**src/hw/rtl/rdc_pkg.sv**
```systemverilog
// shared widths, register indexes and the chain control type for the radix digit converter
package rdc_pkg;

   localparam int VALUE_W = 64;
   localparam int DIGIT_W = 4;
   localparam int RADIX_W = 5;
   localparam int CHAR_W = 8;
   localparam int ALPHA_W = 64;
   localparam int CSR_INDEX_W = 2;
   localparam int CSR_DATA_W = 64;

   localparam int DEF_MAX_DIGITS = 64;
   localparam int DEF_MAX_RADIX = 16;

   localparam logic [RADIX_W-1:0] RADIX_RESET = RADIX_W'(10);
   localparam logic [RADIX_W-1:0] RADIX_MIN = RADIX_W'(2);

   localparam logic [CSR_INDEX_W-1:0] CSR_RADIX = 2'd0;
   localparam logic [CSR_INDEX_W-1:0] CSR_ALPHA_LOW = 2'd1;
   localparam logic [CSR_INDEX_W-1:0] CSR_ALPHA_HIGH = 2'd2;

   typedef struct packed {
      logic clear;
      logic convert;
      logic shift;
   } chain_ctrl_type;

endpackage

```
**src/hw/rtl/rdc_cell.sv**
```systemverilog
// one digit cell: doubles its digit plus the incoming carry modulo the radix, shifts up, or clears
module rdc_cell (
   input  logic                           clock,
   input  logic                           reset,
   input  rdc_pkg::chain_ctrl_type        ctrl,
   input  logic [rdc_pkg::RADIX_W-1:0]    radix,
   input  logic                           carry_in,
   input  logic                           valid_in,
   input  logic [rdc_pkg::DIGIT_W-1:0]    digit_in,
   output logic [rdc_pkg::DIGIT_W-1:0]    digit_out,
   output logic                           carry_out,
   output logic                           valid_out
);
   import rdc_pkg::*;

   logic [DIGIT_W-1:0] digit_ff;
   logic               carry_ff;
   logic               valid_ff;
   logic [RADIX_W-1:0] sum;
   logic [RADIX_W-1:0] diff;
   logic               wrap;

   assign sum = {digit_ff, carry_in};
   assign diff = sum - radix;
   assign wrap = (sum >= radix);

   always_ff @(posedge clock) begin
      if (reset) begin
         digit_ff <= '0;
         valid_ff <= 1'b0;
      end else if (ctrl.clear) begin
         digit_ff <= '0;
         valid_ff <= 1'b0;
      end else if (ctrl.convert) begin
         valid_ff <= valid_in;
         if (valid_in) begin
            digit_ff <= wrap ? diff[DIGIT_W-1:0] : sum[DIGIT_W-1:0];
         end
      end else if (ctrl.shift) begin
         digit_ff <= digit_in;
      end
   end

   always_ff @(posedge clock) begin
      if (ctrl.convert && valid_in) begin
         carry_ff <= wrap;
      end
   end

   assign digit_out = digit_ff;
   assign carry_out = carry_ff;
   assign valid_out = valid_ff;

endmodule

```
**src/hw/rtl/rdc_digit_chain.sv**
```systemverilog
// row of digit cells, least significant digit in cell 0, carries ripple up one cell a cycle
module rdc_digit_chain #(
   parameter int MAX_DIGITS = rdc_pkg::DEF_MAX_DIGITS
) (
   input  logic                           clock,
   input  logic                           reset,
   input  rdc_pkg::chain_ctrl_type        ctrl,
   input  logic [rdc_pkg::RADIX_W-1:0]    radix,
   input  logic                           bit_in,
   input  logic                           bit_valid,
   output logic [rdc_pkg::DIGIT_W-1:0]    digit_top,
   output logic                           carry_top,
   output logic                           valid_top
);
   import rdc_pkg::*;

   logic [DIGIT_W-1:0] digit [MAX_DIGITS];
   logic               carry [MAX_DIGITS];
   logic               valid [MAX_DIGITS];

   for (genvar k = 0; k < MAX_DIGITS; k++) begin : g_cell
      if (k == 0) begin : g_first
         rdc_cell u_cell (
            .clock     (clock),
            .reset     (reset),
            .ctrl      (ctrl),
            .radix     (radix),
            .carry_in  (bit_in),
            .valid_in  (bit_valid),
            .digit_in  ('0),
            .digit_out (digit[k]),
            .carry_out (carry[k]),
            .valid_out (valid[k])
         );
      end else begin : g_next
         rdc_cell u_cell (
            .clock     (clock),
            .reset     (reset),
            .ctrl      (ctrl),
            .radix     (radix),
            .carry_in  (carry[k-1]),
            .valid_in  (valid[k-1]),
            .digit_in  (digit[k-1]),
            .digit_out (digit[k]),
            .carry_out (carry[k]),
            .valid_out (valid[k])
         );
      end
   end

   assign digit_top = digit[MAX_DIGITS-1];
   assign carry_top = carry[MAX_DIGITS-1];
   assign valid_top = valid[MAX_DIGITS-1];

endmodule

```
**src/hw/rtl/radix_digit_converter.sv**
```systemverilog
// top level: unsigned 64-bit value to alphabet characters in a configurable radix
//
// usage
//   req_* carries one item per value (tdata = value). rsp_* returns one item
//   per digit, most significant first, with tdata = character and tlast set on
//   the least significant digit. leading zeros are dropped; zero gives one item.
//   csr_we/csr_index/csr_wdata write radix (0), alphabet_low (1) and
//   alphabet_high (2); write only while the block is idle.
// timing
//   the value enters the cell row one bit a cycle, msb first, and the carries
//   ripple up one cell a cycle until the row holds the digits of the value.
//   the digits then leave the top of the row one a cycle, one per digit
//   whether dropped or sent; a digit to be sent waits for the output register.
// reset and stalls
//   reset empties the row and the output register and restores the default
//   radix of 10 and an all-zero alphabet. a stalled receiver holds the output
//   register and the row waits; the next value is taken while the last
//   character still waits in the output register.
module radix_digit_converter #(
   parameter int MAX_DIGITS = rdc_pkg::DEF_MAX_DIGITS,
   parameter int MAX_RADIX  = rdc_pkg::DEF_MAX_RADIX
) (
   input  logic                              clock,
   input  logic                              reset,
   input  logic                              req_tvalid,
   output logic                              req_tready,
   input  logic [rdc_pkg::VALUE_W-1:0]       req_tdata,   // value
   output logic                              rsp_tvalid,
   input  logic                              rsp_tready,
   output logic [rdc_pkg::CHAR_W-1:0]        rsp_tdata,   // character
   output logic                              rsp_tlast,   // last_digit
   input  logic                              csr_we,
   input  logic [rdc_pkg::CSR_INDEX_W-1:0]   csr_index,
   input  logic [rdc_pkg::CSR_DATA_W-1:0]    csr_wdata
);
   import rdc_pkg::*;

   localparam int CYC_W = $clog2(VALUE_W + MAX_DIGITS + 1);
   localparam int POS_W = (MAX_DIGITS > 1) ? $clog2(MAX_DIGITS) : 1;
   localparam logic [CYC_W-1:0] CYC_FEED = CYC_W'(VALUE_W);
   localparam logic [CYC_W-1:0] CYC_END = CYC_W'(VALUE_W + MAX_DIGITS - 1);
   localparam logic [POS_W-1:0] POS_TOP = POS_W'(MAX_DIGITS - 1);
   localparam logic [RADIX_W-1:0] RADIX_CAP = RADIX_W'(MAX_RADIX);

   localparam logic [1:0] ST_IDLE = 2'd0;
   localparam logic [1:0] ST_LOAD = 2'd1;
   localparam logic [1:0] ST_EMIT = 2'd2;

   logic [1:0]             state_ff, state_in;
   logic [RADIX_W-1:0]     radix_ff;
   logic [ALPHA_W-1:0]     alpha_low_ff;
   logic [ALPHA_W-1:0]     alpha_high_ff;
   logic [VALUE_W-1:0]     value_ff, value_in;
   logic [CYC_W-1:0]       cyc_ff, cyc_in;
   logic [POS_W-1:0]       pos_ff, pos_in;
   logic                   started_ff, started_in;
   logic                   ovf_ff, ovf_in;
   logic                   rsp_valid_ff, rsp_valid_in;
   logic [CHAR_W-1:0]      rsp_char_ff, rsp_char_in;
   logic                   rsp_last_ff, rsp_last_in;

   logic [RADIX_W-1:0]     radix_eff;
   chain_ctrl_type         ctrl;
   logic                   accept;
   logic                   out_free;
   logic                   emit_now;
   logic                   bit_valid;
   logic [DIGIT_W-1:0]     digit_top;
   logic                   carry_top;
   logic                   valid_top;
   logic [2*ALPHA_W-1:0]   alphabet;

   always_comb begin
      if (radix_ff < RADIX_MIN) begin
         radix_eff = RADIX_MIN;
      end else if (radix_ff > RADIX_CAP) begin
         radix_eff = RADIX_CAP;
      end else begin
         radix_eff = radix_ff;
      end
   end

   always_ff @(posedge clock) begin
      if (reset) begin
         radix_ff <= RADIX_RESET;
         alpha_low_ff <= '0;
         alpha_high_ff <= '0;
      end else if (csr_we) begin
         unique case (csr_index)
            CSR_RADIX: begin
               radix_ff <= csr_wdata[RADIX_W-1:0];
            end
            CSR_ALPHA_LOW: begin
               alpha_low_ff <= csr_wdata[ALPHA_W-1:0];
            end
            CSR_ALPHA_HIGH: begin
               alpha_high_ff <= csr_wdata[ALPHA_W-1:0];
            end
            default: begin
            end
         endcase
      end
   end

   assign alphabet = {alpha_high_ff, alpha_low_ff};
   assign req_tready = (state_ff == ST_IDLE);
   assign accept = req_tvalid && req_tready;
   assign out_free = !rsp_valid_ff || rsp_tready;
   assign bit_valid = (state_ff == ST_LOAD) && (cyc_ff < CYC_FEED);
   assign emit_now = started_ff || (digit_top != '0) || (pos_ff == '0) || ovf_ff;

   assign ctrl.clear = accept;
   assign ctrl.convert = (state_ff == ST_LOAD);
   assign ctrl.shift = (state_ff == ST_EMIT) && (!emit_now || out_free);

   rdc_digit_chain #(
      .MAX_DIGITS (MAX_DIGITS)
   ) u_chain (
      .clock     (clock),
      .reset     (reset),
      .ctrl      (ctrl),
      .radix     (radix_eff),
      .bit_in    (value_ff[VALUE_W-1]),
      .bit_valid (bit_valid),
      .digit_top (digit_top),
      .carry_top (carry_top),
      .valid_top (valid_top)
   );

   always_comb begin
      state_in = state_ff;
      value_in = value_ff;
      cyc_in = cyc_ff;
      pos_in = pos_ff;
      started_in = started_ff;
      ovf_in = ovf_ff;
      rsp_valid_in = rsp_valid_ff && !rsp_tready;
      rsp_char_in = rsp_char_ff;
      rsp_last_in = rsp_last_ff;
      unique case (state_ff)
         ST_IDLE: begin
            if (accept) begin
               value_in = req_tdata;
               cyc_in = '0;
               ovf_in = 1'b0;
               state_in = ST_LOAD;
            end
         end
         ST_LOAD: begin
            value_in = {value_ff[VALUE_W-2:0], 1'b0};
            cyc_in = cyc_ff + 1'b1;
            if (valid_top && carry_top) begin
               ovf_in = 1'b1;
            end
            if (cyc_ff == CYC_END) begin
               pos_in = POS_TOP;
               started_in = 1'b0;
               state_in = ST_EMIT;
            end
         end
         ST_EMIT: begin
            if (!emit_now) begin
               pos_in = pos_ff - 1'b1;
            end else if (out_free) begin
               rsp_valid_in = 1'b1;
               rsp_char_in = alphabet[{digit_top, 3'b000} +: CHAR_W];
               rsp_last_in = (pos_ff == '0);
               started_in = 1'b1;
               if (pos_ff == '0) begin
                  state_in = ST_IDLE;
               end else begin
                  pos_in = pos_ff - 1'b1;
               end
            end
         end
         default: begin
            state_in = ST_IDLE;
         end
      endcase
   end

   always_ff @(posedge clock) begin
      if (reset) begin
         state_ff <= ST_IDLE;
         cyc_ff <= '0;
         pos_ff <= '0;
         started_ff <= 1'b0;
         ovf_ff <= 1'b0;
         rsp_valid_ff <= 1'b0;
      end else begin
         state_ff <= state_in;
         cyc_ff <= cyc_in;
         pos_ff <= pos_in;
         started_ff <= started_in;
         ovf_ff <= ovf_in;
         rsp_valid_ff <= rsp_valid_in;
      end
   end

   always_ff @(posedge clock) begin
      value_ff <= value_in;
      rsp_char_ff <= rsp_char_in;
      rsp_last_ff <= rsp_last_in;
   end

   assign rsp_tvalid = rsp_valid_ff;
   assign rsp_tdata = rsp_char_ff;
   assign rsp_tlast = rsp_last_ff;

endmodule

```
**config.mk**
```make
export PLATFORM = sky130hd
export DESIGN_NAME = radix_digit_converter
export DESIGN_NICKNAME = d
export VERILOG_FILES = /design/src/hw/rtl/rdc_pkg.sv /design/src/hw/rtl/rdc_cell.sv /design/src/hw/rtl/rdc_digit_chain.sv /design/src/hw/rtl/radix_digit_converter.sv
export SDC_FILE = /design/constraint.sdc
export NUM_CORES = 2
export LEC_CHECK = 0
export BUFFER_PORTS_ARGS = -buffer_cell sky130_fd_sc_hd__buf_4
export CORE_MARGIN = 2
export CORE_UTILIZATION = 50
export DETAILED_ROUTE_END_ITERATION = 8
export GPL_TIMING_DRIVEN = 1
export HOLD_SLACK_MARGIN = 0.12
export PLACE_DENSITY_LB_ADDON = 0.15
export SLEW_MARGIN = 10
export SYNTH_ARGS = -nofsm -noshare
export SYNTH_HDL_FRONTEND = slang
export SYNTH_SLANG_ARGS = --single-unit
```
**constraint.sdc**
```tcl
create_clock -name clock -period 10.9 [get_ports clock]
set_clock_uncertainty 0.2 [all_clocks]
set_input_delay 2.18 -clock clock [delete_from_list [all_inputs] [get_ports clock]]
set_output_delay 2.18 -clock clock [all_outputs]
set_load 0.1 [all_outputs]
```
==> reports/qor.yml <==
run_status:
  status: "complete, no violations"
critical_path:
  crit_arrival_ps: 5080
  reg2reg_to: "u_chain.g_cell[62].g_next.u_cell.digit_out[0]$_SDFFE_PP0P_"
  cpMaxStageDelayCell: "buf_4"
  crit_end: "u_chain.g_cell[47].g_next.u_cell.digit_out[3]$_SDFFE_PP0P_"
  timing.reg2reg.setup_slack_ps: 6470
  cp.required_ps: 11260
  r2r-start: "radix_ff[2]$_SDFFE_PP0P_"
  cpPeakStageDelay_ps: 750
  cp-start-kind: "primary input"
  crit_type: "primary input to flop"
  crit_top_cell: "buf_4"
  reg2regPathDepth: 11
  cp_cell_sequence: "buf_4, buf_4, nor2_4, buf_4, buf_4, nand2_1, mux2_4, o21ai_2"
  end_kind: "flop"
  cp_max_fo: 76
  crit_start: "reset"
placement:
  place_area_sq_um: 42800
  numPortBuffers: 145
  dp_cells: 5881
  pre_cts_ws_ps: 5530
  gp_congestion: 0.825
  dp_hpwl_um: 67500
die:
  dieArea_sq_um: 84300
  fp.dieW_um: 290
  start_util: 0.503
  core.rowCount: 105
  ios: 146
  dieHeight_um: 290
  core_area_sq_um: 81600
routing:
  routedWlPerCell_um: 17.8
  viasPerCell: 5.93
  drt_pass1_iterations: 6
  ant_nets: 0
  drt_iter0_markers: 2388
  drc: 0
  vias: 35600
  wirelength_um: 107000
cts:
  root_buffer: "clkbuf_16"
  ctsResizeCount: 0
  cts_buffer_depth: 3
  cts_tree: "built"
  path_clk_slew_ps: 60
  cts_num_sinks: 609
  ctsHoldBuffers: 0
  clkLatencyLatePin_ps: 640
  cts_buffers: 72
  cts_setup_buffers: 0
  htreeDepth: 3
power:
  vdd_drop_max_uv: 196
  leakage_nw: 17.9
  power_density_nw_per_um2: 151
  finalPower_mw: 6.86
sta:
  totalNegativeSetupSlack_ps: 0
  max_clock_freq_mhz: 212
  slew_headroom: 0.265
  holdWs_ps: 254
  hold_viol: 0
  setup_viol: 0
  rsz0062_at_grt: "no"
  final.setup.worst_slack_ps: 6170
  max_slew.worst_pin.slew_ps: 1100
  fin_crit_sh: 0.434
  period_needed_ps: 4730
  slew_viol_final: 0
final_layout:
  drive_above_1_share: 0.115
  nFillCells: 7494
  fin_area_sq_um: 45300
  area_growth_pct: 10.5
  final_util: 0.556
  layout.cells.non_filler: 6015
  nets: 5407
yosys:
  synth_fp_nets: 5381
  synth.most_common_cell: "nand2_1"
  yosysWarnings: 0
  synth_edf_count: 137
  synth-seq-cells: 609
  syn_area_per_cell_sq_um: 8.44
  ys_types: 77
  synth.largest_area_cell: "dfxtp_1"
  netlist_area_sq_um: 41000
  synth_area_leaders: "dfxtp_1, edfxtp_1, ha_1, nand2_1, a21oi_1"
  yosysTopAreaCellShare: 0.230
  postSynth.asyncResetShare: 0
  ys_top_cells_by_count: "nand2_1, a21oi_1, dfxtp_1"
  syn_inst: 4859
  seq_area_frac_synth: 0.331
  ys.flop_type: "dfxtp_1"
job:
  drv_cap: 0
global_routing:
  first_global_vias: 34300
  antenna_found_initial: 2
  grt_overflow: 0
  grt_max_degree: 211
  grt_usage: 0.250
  grt_first_pass_wirelength_um: 178000
min_path:
  hold_path.class: "flop to flop"
  min-delay-start: "alpha_high_ff[48]$_SDFFE_PP0P_"
metal layers:
layer / wire [um] / track usage / vias up / share of wire
li1: - / - / 17800 / -
met1: 50600 / 0.340 / 17000 / 0.47
met5: 12 / 0 / - / 0.00011
met3: 4380 / 0.0282 / 142 / 0.041
met4: 1870 / 0.0615 / 2 / 0.017
met2: 50300 / 0.423 / 763 / 0.47
worst max-delay path: cells and delay by family:
kind                   cells  cell delay [ps]
AO/OA/AOI/OAI              1               50
buffers and inverters      4             1790
multiplexers               1              290
AND/OR/NAND/NOR            2              640
logic make-up (layout without fill, tap and decap cells):
logic type / after synthesis / in the layout / synth area share
XOR/XNOR: 64 / 64 / 0.0137
adder cells (fa/ha/maj): 387 / 387 / 0.130
buffers and inverters: 473 / 558 / 0.0466
AO/OA/AOI/OAI: 1485 / 1485 / 0.247
other: 0 / 1 / 0
multiplexers: 187 / 187 / 0.0551
AND/OR/NAND/NOR: 1654 / 1654 / 0.177
flip-flops: 609 / 609 / 0.331
worst min-delay path by stage:
stage / to / slack [ps] / cells after the start
5_1_grt: alpha_high_ff[38]$_SDFFE_PP0P_ / 270 / 2
3_5_place_dp: alpha_high_ff[48]$_SDFFE_PP0P_ / 240 / 2
6_report: alpha_high_ff[48]$_SDFFE_PP0P_ / 250 / 2
2_1_floorplan: alpha_high_ff[48]$_SDFFE_PP0P_ / 230 / 2
3_3_place_gp: alpha_low_ff[51]$_SDFFE_PP0P_ / 240 / 2
4_1_cts: alpha_high_ff[48]$_SDFFE_PP0P_ / 250 / 2
sequential cells by signal (all words and copies together), names as in the netlist:
name / count
alpha_high_ff: 64
alpha_low_ff: 64
cyc_ff: 8
ovf_ff: 1
pos_ff: 6
radix_ff: 5
rsp_tdata: 8
rsp_tlast: 1
rsp_tvalid: 1
started_ff: 1
state_ff: 2
u_chain.g_cell.g_first.u_cell.carry_out: 1
u_chain.g_cell.g_first.u_cell.digit_out: 4
u_chain.g_cell.g_first.u_cell.valid_out: 1
u_chain.g_cell.g_next.u_cell.carry_out: 63
u_chain.g_cell.g_next.u_cell.digit_out: 252
u_chain.g_cell.g_next.u_cell.valid_out: 63
value_ff: 64
placed cells by master, fill, tap and decap left out, types with 83 or more instances in the layout:
cell        n
a31oi_1   186
o21ai_0   210
buf_4     179
nand2_1   875
nor2_1    391
edfxtp_1  137
a21oi_1   479
mux2i_1    83
ha_1      323
dfxtp_1   471
inv_1     240
final cells by class:
cell class	instances	area (sq um)	share of cell area
Multi-Input combinational cell	3777	25600	0.565
Sequential cell	609	13600	0.299
Clock buffer	97	2030	0.0447
Timing Repair Buffer	182	1400	0.0310
Tap cell	1070	1340	0.0295
Inverter	243	920	0.0203
Clock inverter	36	449	0.00991
Antenna cell	1	2.50	0.0000552
power by group:
group	switching, mW	leakage (nW)	internal (mW)
clock network	1.06	1.21	1.45
logic	1.12	11.6	0.617
registers	0.137	5.14	2.48
Power figures use the tool's default switching activity.
